### src/rtl/price_level_book_bbo_defines.svh
// Assertion macros used by the checks in the top-level file of this block
`ifndef PRICE_LEVEL_BOOK_BBO_DEFINES_SVH
`define PRICE_LEVEL_BOOK_BBO_DEFINES_SVH

// same-cycle implication
`define PLBB_ASSERT_NOW(lbl, clk, rst, ante, cons) \
   lbl: assert property (@(posedge clk) disable iff (rst) (ante) |-> (cons)) \
      else $error("lbl violated");

// next-cycle implication
`define PLBB_ASSERT_NEXT(lbl, clk, rst, ante, cons) \
   lbl: assert property (@(posedge clk) disable iff (rst) (ante) |=> (cons)) \
      else $error("lbl violated");

`endif

### src/rtl/plbb_queue.sv
module plbb_queue #(
   parameter int W = 10
) (
   input  logic         clock,
   input  logic         reset,
   input  logic         push,
   input  logic [W-1:0] push_data,
   input  logic         pop,
   output logic         not_empty,
   output logic [W-1:0] head
);

   logic [W-1:0] slot_ff [2];
   logic         wp_ff, rp_ff;
   logic [1:0]   fill_ff;

   assign not_empty = fill_ff != 2'd0;
   assign head      = slot_ff[rp_ff];

   always_ff @(posedge clock) begin
      if (reset) begin
         wp_ff   <= 1'b0;
         rp_ff   <= 1'b0;
         fill_ff <= 2'd0;
      end else begin
         if (push && fill_ff != 2'd2) wp_ff <= !wp_ff;
         if (pop && not_empty) rp_ff <= !rp_ff;
         fill_ff <= fill_ff + 2'((push && fill_ff != 2'd2) ? 1 : 0)
                            - 2'((pop && not_empty) ? 1 : 0);
      end
   end

   always_ff @(posedge clock) begin
      if (push && fill_ff != 2'd2) slot_ff[wp_ff] <= push_data;
   end

endmodule

### config.mk
export PLATFORM = sky130hd
export DESIGN_NAME = plbb_queue
export DESIGN_NICKNAME = d
export VERILOG_FILES = /design/src/rtl/price_level_book_bbo_defines.svh /design/src/rtl/plbb_queue.sv
export SDC_FILE = /design/constraint.sdc
export NUM_CORES = 1
export LEC_CHECK = 0
export BUFFER_PORTS_ARGS = -buffer_cell sky130_fd_sc_hd__buf_2
export CAP_MARGIN = 20
export CORE_MARGIN = 2
export CORE_UTILIZATION = 40
export DETAILED_ROUTE_END_ITERATION = 6
export GPL_TIMING_DRIVEN = 0
export PLACE_DENSITY_LB_ADDON = 0.12
export SLEW_MARGIN = 40
export SYNTH_ARGS = -nofsm -noshare
export SYNTH_HDL_FRONTEND = slang
export SYNTH_SLANG_ARGS = --single-unit
### constraint.sdc
create_clock -name clock -period 3 [get_ports clock]
set_input_delay 0.3 -clock clock [delete_from_list [all_inputs] [get_ports clock]]
set_output_delay 0.3 -clock clock [all_outputs]
set_load 0.01 [all_outputs]
Word level (Yosys, flattened, before mapping):

Memory sizes are Yosys's and may differ from the RTL's. A register that Yosys moved wholly into a read port is not among the register bits.
Index checks and enable logic that the tools add are counted.
W data, S select, Z words.

* flip-flop bits (word level): 4
* memory bits (writable): 20
* input bits: 14
* memories: 1

* add/subtract/negate cells: 2
* equal/unequal tests: 1
* multiplexer cells: 6
* reduce and logical (&&, ||, !) cells: 5

Memories
* slot_ff: words 2, width 10, rd ports 1, clocked after memory_dff 1, wr ports 1, line plbb_queue.sv:13 `logic [W-1:0] slot_ff [2];`

Operator list (number)
* $mux W1: 6
* $add A2 B1 Y2: 1
* $logic_and A1 B1 Y1: 2
* $logic_not A1 Y1: 2
* $ne A2 B2 Y1 const B: 1
* $reduce_bool A2 Y1: 1
* $sub A2 B1 Y2: 1

Depth between registers and ports, before layout:

* depth in word-level cells: 5
* mapped depth: 6
* mapped depth without buffers: 6

Worst setup path after synthesis:

OpenSTA, ideal clock, no wires.

* path kind: register to register
* from: reg fill_ff[0]
* to: mem slot_ff[1][0] (enable)
* data arrival time: 1.055 ns
* required time: 2.624 ns
* slack: 1.569 ns
* stages on the path, launching flop included: 4
* path buffers: 0
* clock period less this slack: 1.431 ns
* cell sequence: dfxtp_1 -> nand2b_1 -> nand2_1 -> nor2_1

* word-level cells in the longest chain between the ends: 4

RTL lines
* start: declaration: line plbb_queue.sv:15 `logic [1:0] fill_ff;`
* start signal: assignment: line plbb_queue.sv:28 `fill_ff <= fill_ff + 2'((push && fill_ff != 2'd2) ? 1 : 0)`
* $ne A2 B2 Y1: line plbb_queue.sv:34 `if (push && fill_ff != 2'd2) slot_ff[wp_ff] <= push_data;`
* $logic_and A1 B1 Y1: line plbb_queue.sv:34
* $mux W1: line plbb_queue.sv:34
* $mux W1 (implied by the code): line plbb_queue.sv:34
* end: declaration: line plbb_queue.sv:13

Every way passes these cells.

==> reports/metrics.csv <==
stage,metric,value,unit
synthesis,cells after synthesis,62,
timing,final clock skew,3.829,ps
timing,Slew Limit Fails,0,
setup_path,worst-path maximum fanout,10,
setup_path,critical path cell sequence,buf_2 -> mux2_2 -> buf_2,
layout,cell area after layout,1160,um2
layout,# diodes,0,
layout,area of the multi-input gates,265.3,um2
setup_path,CP bufs+invs,2,
synthesis,synth unique cells,21,
drt,post-route ant nets,0,
synthesis,Seq cells post-synth,25,
drt,Vias,583,
layout,layout cells sized above 1,44.44,%
placement,Area after DPL,1134,um2
clock_tree,clock sinks,25,
layout,Sequential Area,700.7,um2
floorplan,Starting Density,43.29,%
setup_path,slowest CP cell,mux2_2,
clock_tree,post-CTS resize count,0,
global_route,grt ovf,0,
timing,Worst-Margin Slew,516.9,ps
pwr,clock network power share,18.2,%
setup_path,worst stage delay on the critical path,360,ps
global_route,first-pass GRT wire length,2.256,mm
placement,sum of net half-perimeters after detailed placement,995,um
floorplan,Die H,53.40,um
layout,"leading cell type in the layout, fill and taps excluded",buf_2,
timing,crit path time final,1675,ps
timing,ratio of final minimum period to clock period,55.82,%
setup_path,"setup slack, reg-to-reg",1460,ps
setup_path,CP Capture Type,output port,
setup_path,worst r2r dst,fill_ff[1],
pwr,Lkg Pwr,0.4616,nW
floorplan,core area,2255,um2
clock_tree,CTS tree,yes,
run,Max Cap Violations,0,
clock_tree,Inserted Clock Buffers,3,
layout,nets,106,
setup_path,Required @ worst endpoint,2700,ps
clock_tree,Clock Tree Root,clkbuf_4,
min_path,Hold Path Depth,1,
timing,TNS Setup,0,ps
pwr,switching portion of total power,27.41,%
layout,Layout area overhead,18.85,%
min_path,Worst Hold Class,in2reg,
synthesis,synthesized net count,77,
setup_path,CP Launch Type,flip-flop,
timing,Fmax,597.1,MHz
pwr,Tot Pwr,0.7975,mW
synthesis,Post-synth EDFFs,20,
synthesis,"Async S/R FF share, synth",0,%
placement,gp weighted congestion,0.6521,
layout,Fillers,207,
min_path,hold path start,push_data[2],
clock_tree,setup bufs post-CTS,0,
floorplan,die area,2851,um2
clock_tree,Bufs on Longest Clock Path,2,
synthesis,syn avg cell area,15.74,um2
synthesis,Post-Syn Area,975.9,um2
global_route,initial antenna violation count,0,
global_route,largest net degree at the start of global routing,14,
setup_path,type of the worst setup path,reg2out,
run_status,status,"complete, no violations",
clock_tree,"Reg clk slew, reported paths",130,ps
min_path,Min-Delay Endpoint,slot_ff[1][2],
setup_path,worst endpoint data arrival time,1370,ps
pwr,sequential share of power,55.9,%
synthesis,Yosys warning count,0,
pwr,maximum VDD drop,396.6,uV
pwr,pwr dens,687.6,nW/um2
drt,vias per inst,4.941,
drt,TritonRoute pass-1 iters,2,
timing,# setup viols final,0,
drt,wire per inst,12.23,um
layout,most frequent cells in the layout,"25 x buf_2, 20 x edfxtp_1, 10 x mux2_2",
clock_tree,H-tree depth,1,
floorplan,site row count,17,
global_route,all-layer global routing usage,11.64,%
clock_tree,Clock Latency Late Sink,310,ps
setup_path,Most common cell on crit path,buf_2,
setup_path,Worst R2R Path Depth,6,
placement,PortBufs,24,
setup_path,r2r startpoint,fill_ff[1],
clock_tree,post-cts hold buffer count,0,
setup_path,"delay-heaviest family, CP",buffers and inverters,
drt,final WL,1.443,mm
synthesis,Main synth FF type,edfxtp_1,
layout,Layout Utilization,51.44,%
floorplan,width of the die,53.40,um
pwr,Net Switching,0.2186,mW
pwr,Internal,0.5789,mW
pwr,Logic pwr share,25.9,%
drt,Starting DRT DRC Count,1,
timing,Final Hold Fails,0,
timing,RSZ-0062 raised after global routing,no,
drt,residual DRC count,0,
floorplan,Ports,25,
global_route,vias in the first global route,543,
timing,max_slew headroom,65.50,%
timing,Fin Hold WS,167.8,ps
synthesis,post-synthesis sequential area ratio,71.79,%
registers in the layout, indices dropped and copies added (netlist names), named ones only:
| signal | flops |
|---|---|
| fill_ff | 2 |
| rp_ff | 1 |
| slot_ff | 20 |
| wp_ff | 1 |
metrics by stage:
stage,setup slack [ps],std cells
finish,1325,118
global route,1222,118
CTS,1290,118
detailed placement,1377,114
global placement,1264,114
floorplan,1569,62
worst max path at each step:
| stage | startpoint | endpoint | slack (ps) | cells past startpoint |
|---|---|---|---|---|
| floorplan | fill_ff[0] | slot_ff[1][0] | 1570 | 3 |
| global placement | fill_ff[0] | slot_ff[1][3] | 1260 | 3 |
| detailed placement | push | fill_ff[1] | 1380 | 7 |
| CTS | flip-flop | head[6] | 1290 | 3 |
| global route | flip-flop | head[6] | 1220 | 3 |
| finish | flip-flop | head[6] | 1330 | 3 |
cell usage after synthesis, drive strengths merged, types with 2 or more instances:
cell type | count | area share, %
inv | 2 | 0.77
mux2 | 11 | 13
edfxtp | 20 | 62
dfxtp | 5 | 10
nor2 | 6 | 2.3
nor2b | 2 | 1.3
o21ai | 2 | 1.0
nand3 | 2 | 1.0
layout make-up:
type | count | share of cell area [%]
sequential | 25 | 60.41
multi-input combinational | 34 | 22.87
timing repair buffer | 24 | 10.36
tap | 28 | 3.021
clock buffer | 4 | 2.265
inverter | 2 | 0.6473
buffer | 1 | 0.4315
logic make-up (layout without fill, tap and decap cells):
family,after synthesis,in the layout,synth area share [%]
flops,25,25,71.80
mux,11,11,12.69
xor+xnor,1,1,0.8976
fa+ha+maj,1,1,1.282
compound gates,7,7,5.000
simple gates,14,14,7.052
buf+inv,3,31,1.282
power groups by stage:
stage          clock (mW)  combinational [mW]  sequential [mW]
6_report            0.145               0.206            0.446
5_1_grt             0.163               0.230            0.453
4_1_cts             0.150               0.213            0.446
3_5_place_dp            0               0.210            0.454
3_3_place_gp            0               0.207            0.452
2_1_floorplan           0               0.142            0.448
metal layers:
layer	vias up	global-route usage, %	share of wire [%]
met1	280	13.09	44
li1	287	-	-
met5	-	0	0
met2	14	19.55	50
met4	0	6.410	0.76
met3	2	3.390	4.8
Note: power is estimated with default switching activity, not from simulation.
