`src/rtl/price_level_book_bbo_defines.svh`:
```
// Assertion macros used by the checks in the top-level file of this block
`ifndef PRICE_LEVEL_BOOK_BBO_DEFINES_SVH
`define PRICE_LEVEL_BOOK_BBO_DEFINES_SVH

// same-cycle implication
`define PLBB_ASSERT_NOW(lbl, clk, rst, ante, cons) \
   lbl: assert property (@(posedge clk) disable iff (rst) (ante) |-> (cons)) \
      else $error("lbl violated");

// next-cycle implication
`define PLBB_ASSERT_NEXT(lbl, clk, rst, ante, cons) \
   lbl: assert property (@(posedge clk) disable iff (rst) (ante) |=> (cons)) \
      else $error("lbl violated");

`endif

```
`src/rtl/plbb_pkg.sv`:
```
package plbb_pkg;

   localparam int PRICE_W    = 12;
   localparam int SIZE_OUT_W = 31;

   // error codes
   localparam logic [1:0] ERR_OK       = 2'd0;
   localparam logic [1:0] ERR_PRICE    = 2'd1;
   localparam logic [1:0] ERR_SIZE     = 2'd2;
   localparam logic [1:0] ERR_OVERFLOW = 2'd3;

   // book status codes
   localparam logic [1:0] BOOK_EMPTY   = 2'd0;
   localparam logic [1:0] BOOK_LIVE    = 2'd1;
   localparam logic [1:0] BOOK_CROSSED = 2'd2;

   typedef enum logic [2:0] {
      ST_CLEAR,
      ST_IDLE,
      ST_WIPE,
      ST_APPLY_RD,
      ST_APPLY_WR,
      ST_SCAN,
      ST_SCAN_END,
      ST_RESULT
   } state_type;

endpackage

```
`src/rtl/plbb_front.sv`:
```
module plbb_front #(
   parameter int PRICE_LEVELS = 4096,
   parameter int BATCH_MAX    = 64,
   parameter int QTY_BITS     = 31,
   localparam int PLB = $clog2(PRICE_LEVELS),
   localparam int BIW = (BATCH_MAX > 1) ? $clog2(BATCH_MAX) : 1,
   localparam int CW  = $clog2(BATCH_MAX + 1),
   localparam int EW  = 1 + PLB + QTY_BITS,
   localparam int QW  = CW + 3
) (
   input  logic                  clock,
   input  logic                  reset,
   input  logic                  req_tvalid,
   output logic                  req_tready,
   input  logic                  req_cmd,
   input  logic                  req_side,
   input  logic [15:0]           req_price,
   input  logic [31:0]           req_size,
   input  logic                  req_last,
   input  logic                  req_empty,
   input  logic [plbb_pkg::PRICE_W-1:0] price_min,
   input  logic [plbb_pkg::PRICE_W-1:0] price_max,
   input  logic                  block,
   input  logic                  batch_done,
   output logic                  push_valid,
   output logic [QW-1:0]         push_data,
   input  logic [BIW-1:0]        rd_addr,
   output logic [EW-1:0]         rd_data
);

   localparam logic [63:0] QMAX = (64'd1 << QTY_BITS) - 64'd1;

   logic [EW-1:0]  pend_mem [BATCH_MAX];
   logic [CW-1:0]  count_ff, count_in;
   logic [1:0]     err_ff, err_in;
   logic           busy_ff, busy_in;
   logic [EW-1:0]  rd_data_ff;
   logic           fire, full, px_ok, wr_en;
   logic [1:0]     ent_err;
   logic [63:0]    q64, qsat;

   assign req_tready = !busy_ff && !block;
   assign fire       = req_tvalid && req_tready;
   assign full       = count_ff >= CW'(BATCH_MAX);

   // entry check: price range first, then sign
   assign px_ok = ({1'b0, req_price} >= {5'd0, price_min}) &&
                  ({1'b0, req_price} <= {5'd0, price_max}) &&
                  ({1'b0, req_price} < 17'(PRICE_LEVELS));
   assign q64   = {33'd0, req_size[30:0]};
   assign qsat  = (q64 > QMAX) ? QMAX : q64;

   always_comb begin
      ent_err  = !px_ok ? plbb_pkg::ERR_PRICE :
                 req_size[31] ? plbb_pkg::ERR_SIZE : plbb_pkg::ERR_OK;
      wr_en    = 1'b0;
      count_in = count_ff;
      err_in   = err_ff;
      if (fire && !req_empty) begin
         if (full) begin
            if (err_ff == plbb_pkg::ERR_OK) err_in = plbb_pkg::ERR_OVERFLOW;
         end else begin
            wr_en    = 1'b1;
            count_in = count_ff + 1'b1;
            if (err_ff == plbb_pkg::ERR_OK) err_in = ent_err;
         end
      end
      busy_in = busy_ff;
      if (batch_done) busy_in = 1'b0;
      if (fire && req_last) busy_in = 1'b1;
   end

   // hand the closed batch to the back end
   assign push_valid = fire && req_last;
   assign push_data  = {count_in, err_in, req_cmd};

   always_ff @(posedge clock) begin
      if (reset) begin
         count_ff <= '0;
         err_ff   <= plbb_pkg::ERR_OK;
         busy_ff  <= 1'b0;
      end else begin
         busy_ff <= busy_in;
         if (fire && req_last) begin
            count_ff <= '0;
            err_ff   <= plbb_pkg::ERR_OK;
         end else begin
            count_ff <= count_in;
            err_ff   <= err_in;
         end
      end
   end

   // pending entry buffer
   always_ff @(posedge clock) begin
      if (wr_en)
         pend_mem[count_ff[BIW-1:0]] <= {req_side, PLB'(req_price), QTY_BITS'(qsat)};
      rd_data_ff <= pend_mem[rd_addr];
   end

   assign rd_data = rd_data_ff;

endmodule

```
`config.mk`:
```
export PLATFORM = sky130hd
export DESIGN_NAME = plbb_front
export DESIGN_NICKNAME = d
export VERILOG_FILES = /design/src/rtl/price_level_book_bbo_defines.svh /design/src/rtl/plbb_pkg.sv /design/src/rtl/plbb_front.sv
export SDC_FILE = /design/constraint.sdc
export NUM_CORES = 2
export LEC_CHECK = 0
export BUFFER_PORTS_ARGS = -buffer_cell sky130_fd_sc_hd__buf_2
export CAP_MARGIN = 20
export CELL_PAD_IN_SITES_DETAIL_PLACEMENT = 1
export CELL_PAD_IN_SITES_GLOBAL_PLACEMENT = 1
export CORE_MARGIN = 1
export CORE_UTILIZATION = 55
export CTS_CLUSTER_DIAMETER = 50
export CTS_CLUSTER_SIZE = 30
export DETAILED_ROUTE_END_ITERATION = 6
export GPL_ROUTABILITY_DRIVEN = 1
export PLACE_DENSITY = 0.74
export SYNTH_ARGS = -nofsm -noshare
export SYNTH_HDL_FRONTEND = slang
export SYNTH_SLANG_ARGS = --single-unit
```
`constraint.sdc`:
```
create_clock -name clock -period 9.7 [get_ports clock]
set_input_delay 1.94 -clock clock [delete_from_list [all_inputs] [get_ports clock]]
set_output_delay 1.94 -clock clock [all_outputs]
set_load 0.03 [all_outputs]
```
## Yosys cells after proc, flatten, opt, wreduce, memory -nomap -nowiden

Memory sizes are Yosys's and may differ from the RTL's. A register that Yosys moved wholly into a read port is not among the register bits.
Index checks and enable logic that the tools add are counted.

| operators by class | value |
|---|---|
| order comparisons | 5 |
| add/sub/neg operators | 1 |
| reduce and logical (&&, ||, !) cells | 12 |
| muxes and demuxes | 15 |

Operators by type and width:

| cell | count |
|---|---|
| > comparator 31 bit, second input constant | 1 |
| 2-to-1 mux 31 bit | 1 |
| greater-or-equal comparator 16 x 12 -> 1 bit | 1 |
| less-or-equal comparator 16 x 12 -> 1 bit | 1 |
| < comparator 16 x 13 -> 1 bit, second input constant | 1 |
| 2-to-1 mux 7 bit | 2 |
| 2-to-1 mux 2 bit | 6 |
| adder 7 x 1 -> 7 bit, second input constant | 1 |
| greater-or-equal comparator 7 bit, second input constant | 1 |
| logical AND 1 bit | 6 |
| 2-to-1 mux 1 bit | 6 |
| logical NOT 1 bit | 3 |
| logical NOT 2 bit | 1 |
| nonzero test 2 bit | 1 |
| OR reduction 2 bit | 1 |

| word-level totals | value |
|---|---|
| flip-flop bits (word level) | 10 |
| memories kept | 1 |
| memory bits (writable) | 2816 |
| logic and storage cells | 37 |

Memories:

| memory | depth | bits a word | read ports | clocked after memory_dff | wr ports | line | RTL |
|---|---|---|---|---|---|---|---|
| pend_mem | 64 | 44 | 1 | 1 | 1 | plbb_front.sv:33 | `logic [EW-1:0] pend_mem [BATCH_MAX];` |

## Logic depth before layout (Yosys ltp)

| depth | value |
|---|---|
| word-level depth | 7 |
| mapped depth | 11 |
| depth with buffers taken out | 8 |

## Worst setup path after synthesis

Ideal clock, no wire load.

| path | value |
|---|---|
| path kind | input -> output |
| start | input block |
| end | output push_data[8] |
| data arrival time | 3.667 ns |
| data required time | 7.760 ns |
| path buffers | 0 |
| stages | 5 |
| slack | 4.093 ns |
| cells stage by stage | or4b_4 > nor3b_4 > nand3_2 > nor2_1 > xor2_1 |

| between the ends | value |
|---|---|
| word-level cells in the longest chain between the ends | 5 |

RTL lines:

| element | line | RTL |
|---|---|---|
| start, declared | plbb_front.sv:23 | `input logic block,` |
| logical NOT 1 bit | plbb_front.sv:42 | `assign req_tready = !busy_ff && !block;` |
| logical AND 1 bit | plbb_front.sv:42 |  |
| logical AND 1 bit | plbb_front.sv:43 | `assign fire = req_tvalid && req_tready;` |
| logical AND 1 bit | plbb_front.sv:59 | `if (fire && !req_empty) begin` |
| 2-to-1 mux 7 bit | plbb_front.sv:59 |  |
| end, declared | plbb_front.sv:26 | `output logic [QW-1:0] push_data,` |

Every way passes these cells.

## Worst setup path in the final report

| path | value |
|---|---|
| start | input req_price[10] |
| end | output push_data[1] |

| between the ends | value |
|---|---|
| word-level cells in the longest chain between the ends | 7 |
| elaborated cells between the ends (all ways) | 9 |
| classes of those cells | order compare (3); mux (4); reduce/logical (2) |

RTL lines:

| element | line | RTL |
|---|---|---|
| start, declared | plbb_front.sv:17 | `input logic [15:0] req_price,` |
| greater-or-equal comparator 16 x 12 -> 1 bit / less-or-equal comparator 16 x 12 -> 1 bit (equally long branches) | plbb_front.sv:47, plbb_front.sv:48 |  |
| logical AND 1 bit | plbb_front.sv:47 | `assign px_ok = ({1'b0, req_price} >= {5'd0, price_min}) &&` |
| logical AND 1 bit (*) | plbb_front.sv:48 | `({1'b0, req_price} <= {5'd0, price_max}) &&` |
| 2-to-1 mux 2 bit (*) | plbb_front.sv:54 | `ent_err = !px_ok ? plbb_pkg::ERR_PRICE :` |
| 2-to-1 mux 2 bit (*) | plbb_front.sv:65 | `if (err_ff == plbb_pkg::ERR_OK) err_in = ent_err;` |
| 2-to-1 mux 2 bit (*) | plbb_front.sv:60 | `if (full) begin` |
| 2-to-1 mux 2 bit (*) | plbb_front.sv:59 |  |

Mark *: on every way between the ends. The rest lies on a longest branch, timed or not.

==> flow_metrics.env <==
export IMPL_period_minus_slack_ps=7550
export IMPL_wl_mm=302
export IMPL_cp_slowest_stage_delay_ps=950
export IMPL_synth_commonest_cells="edfxtp_1, mux4_2, clkbuf_1, nor2_1, buf_2"
export IMPL_pwr_share_seq_pct=55.7
export IMPL_clockPowerShare_pct=39.4
export IMPL_cts_buffer_depth=3
export IMPL_critPathTopFamily="compound AO/OA/AOI/OAI gates"
export IMPL_tightest_slew_ps=1210
export IMPL_slew_viol_final=0
export IMPL_hold_violations=0
export IMPL_internal_power_uw=18900
export IMPL_syn_area_per_cell_sq_um=24.3
export IMPL_clock_root_buffer="clkbuf_16"
export IMPL_finClkSkew_ps=35.0
export IMPL_synth_edf_count=2816
export IMPL_ys_types=43
export IMPL_fp_row_count=163
export IMPL_cts_tree="done"
export IMPL_cts_buffers=220
export IMPL_swShare_pct=22.9
export IMPL_synthCells=4488
export IMPL_die_h_microns=447
export IMPL_syn_num_nets=4601
export IMPL_nFillCells=15600
export IMPL_cts_sinks=2870
export IMPL_max_freq_ghz=0.132
export IMPL_ios=143
export IMPL_worstPathMaxFanout=66
export IMPL_grt_usage_pct=30.6
export IMPL_async_reset_ff_share_pct=0
export IMPL_clock_latency_ps=880
export IMPL_port_buffers=140
export IMPL_placed_cells=7132
export IMPL_nets=4841
export IMPL_drv_cap=0
export IMPL_antenna_found_initial=23
export IMPL_crit_path_frequent_cell="buf_2"
export IMPL_status="completed"
export IMPL_yosysSeqAreaShare_pct=78.6
export IMPL_worstHoldPathCells=1
export IMPL_peakVddDrop_mv=0.201
export IMPL_dieArea_sq_um=200000
export IMPL_start_kind="input pin"
export IMPL_leakagePower_uw=0.0377
export IMPL_htree_levels=4
export IMPL_fin_area_sq_um=122000
export IMPL_synth_top_area_share_pct=77.6
export IMPL_areaGrowthSynthToFinish_pct=11.5
export IMPL_setup_tns_ps=0
export IMPL_criticalPathCategory="in -> out"
export IMPL_slew_headroom_pct=19.2
export IMPL_rsz0062_at_grt="false"
export IMPL_grt_overflow=0
export IMPL_yosysWarningCount=0
export IMPL_grt_start_max_net_pins=127
export IMPL_min_path_type="reg -> reg"
export IMPL_path_clk_slew_ps=70
export IMPL_start_util_pct=55.3
export IMPL_hpwl_mm=163
export IMPL_r2r_cells=5
export IMPL_placed_cell_area_sq_um=113000
export IMPL_postCtsSetupRepairBufs=0
export IMPL_worstPathCellList="buf_2 > buf_4 > ha_1 > o21a_1 > a211oi_1 > o211ai_1 > o21ai_0 > a311oi_1 > or2_2 > buf_2"
export IMPL_synth_seq_cells=2870
export IMPL_cpMaxStageDelayCell="o21ai_0"
export IMPL_yosys_cell_count_top_type="edfxtp_1"
export IMPL_cp_required_ps=7760
export IMPL_routedWlPerCell_microns=39.9
export IMPL_drt_iter0_markers=7340
export IMPL_die_x_microns=447
export IMPL_place_congestion=0.802
export IMPL_worst_path_buf_inv=3
export IMPL_drc=0
export IMPL_avgViaCountPerCell=6.81
export IMPL_num_vias=51500
export IMPL_ant_nets=0
export IMPL_grt_pass1_vias=52600
export IMPL_synth_largest_area_cell="edfxtp_1"
export IMPL_hold_buffers=0
export IMPL_grt_pass1_wl_mm=415
export IMPL_path_depth=10
export IMPL_combPwrFrac_pct=4.9
export IMPL_core_sq_um=197000
export IMPL_drive_gt1_share_pct=32.4
export IMPL_arrival_ps=5610
export IMPL_syn_area_sq_um=109000
export IMPL_drt_pre_antenna_iters=6
export IMPL_cts_resized=0
export IMPL_power_density_nw_per_um2=201
export IMPL_final_setup_viol_count=0
export IMPL_synth_flop_cell="edfxtp_1"
export IMPL_fin_crit_sh_pct=77.8
export IMPL_power_switching_uw=5620
export IMPL_critPathCaptureType="output port"
export IMPL_fin_cells=7574
export IMPL_synth_area_leaders="edfxtp_1, mux4_2, dfxtp_1"
per-layer routing:
layer	global-route usage (%)	part of all wire, %	up-vias	wire, microns
met2	49.4	49	2934	148000
met3	5.15	8.6	555	25900
met4	12.8	4.8	4	14500
li1	-	-	19800	-
met5	0	0.011	-	34
met1	42.0	38	28200	113000
metrics by stage:
stage / setup WS, ps / hold WS [ps] / util (%) / total power (uW)
2_1_floorplan: 4090 / 473 / - / 14700
3_3_place_gp: 2420 / 486 / 57.5 / 15100
3_5_place_dp: 2350 / 507 / 57.5 / 15100
4_1_cts: 2370 / 524 / 61.5 / 24600
5_1_grt: 2230 / 541 / 61.6 / 25000
6_report: 2150 / 520 / 61.6 / 24500
sequential cells by signal, summed over array words and instances, names as in the netlist:
signal and cells:
pend_mem 2816, busy_ff 1, count_ff 7, err_ff 2, rd_data 44
cell families (layout without fill, tap and decap cells):
kind of cell	after synthesis	after routing	share of synthesized area, %
other	0	15	0
buffers and inverters	290	721	1.23
muxes	901	901	17.8
adders and majority gates	26	26	0.298
AOI/OAI and AO/OA	173	173	1.07
DFF	2870	2870	78.6
xor gates and xnor gates	5	5	0.0402
and+or+nand+nor	223	223	0.961
final timing paths:
check / start / to / slack, ps
setup / recovery: req_price[10] / push_data[1] / 2150
hold / removal: err_ff[0] / err_ff[0] / 520
setup reg to reg: busy_ff / pend_mem[59][23] / 5250
hold reg to reg: err_ff[0] / err_ff[0] / 520
cell usage in the layout (no fill, tap or decap), drive strengths merged, types with 3 or more instances in the layout:
cell      Yosys  final
inv          26    101
o21ai        12     12
buf         138    282
dfxtp        54     54
nand4         5      5
clkinv        0     77
a21oi        17     17
nand3        18     18
o22ai        46     46
nor3          3      3
diode         0     15
bufinv        0     11
clkinvlp      0     17
a31oi         7      7
edfxtp     2816   2816
mux2i        67     67
clkbuf      126    233
o211ai       16     16
a211oi        6      6
ha           26     26
nand2        40     40
a22oi        62     62
or2           5      5
mux4        834    834
nand2b       24     24
nor2b        17     17
nor2        101    101
xnor2         4      4
cell type report:
| cell class | count | area, sq um | share of cell area [%] |
|---|---|---|---|
| antenna | 15 | 37.5 | 0.0309 |
| clock buffer | 233 | 5630 | 4.63 |
| clock inverter | 180 | 2140 | 1.76 |
| inverter | 26 | 97.6 | 0.0803 |
| multi-input combinational | 1328 | 22600 | 18.6 |
| sequential | 2870 | 85600 | 70.5 |
| tap | 2640 | 3300 | 2.72 |
| timing repair buffer | 282 | 2150 | 1.77 |
power groups by stage:
| stage | combinational (uW) | clock, uW | sequential (uW) |
|---|---|---|---|
| after CTS | 1190 | 9740 | 13600 |
| after global placement | 1150 | 0 | 13900 |
| after floorplan | 702 | 0 | 14000 |
| after detailed placement | 1180 | 0 | 13900 |
| final | 1190 | 9650 | 13600 |
| after global routing | 1250 | 10100 | 13600 |
Power figures use the tool's default switching activity.
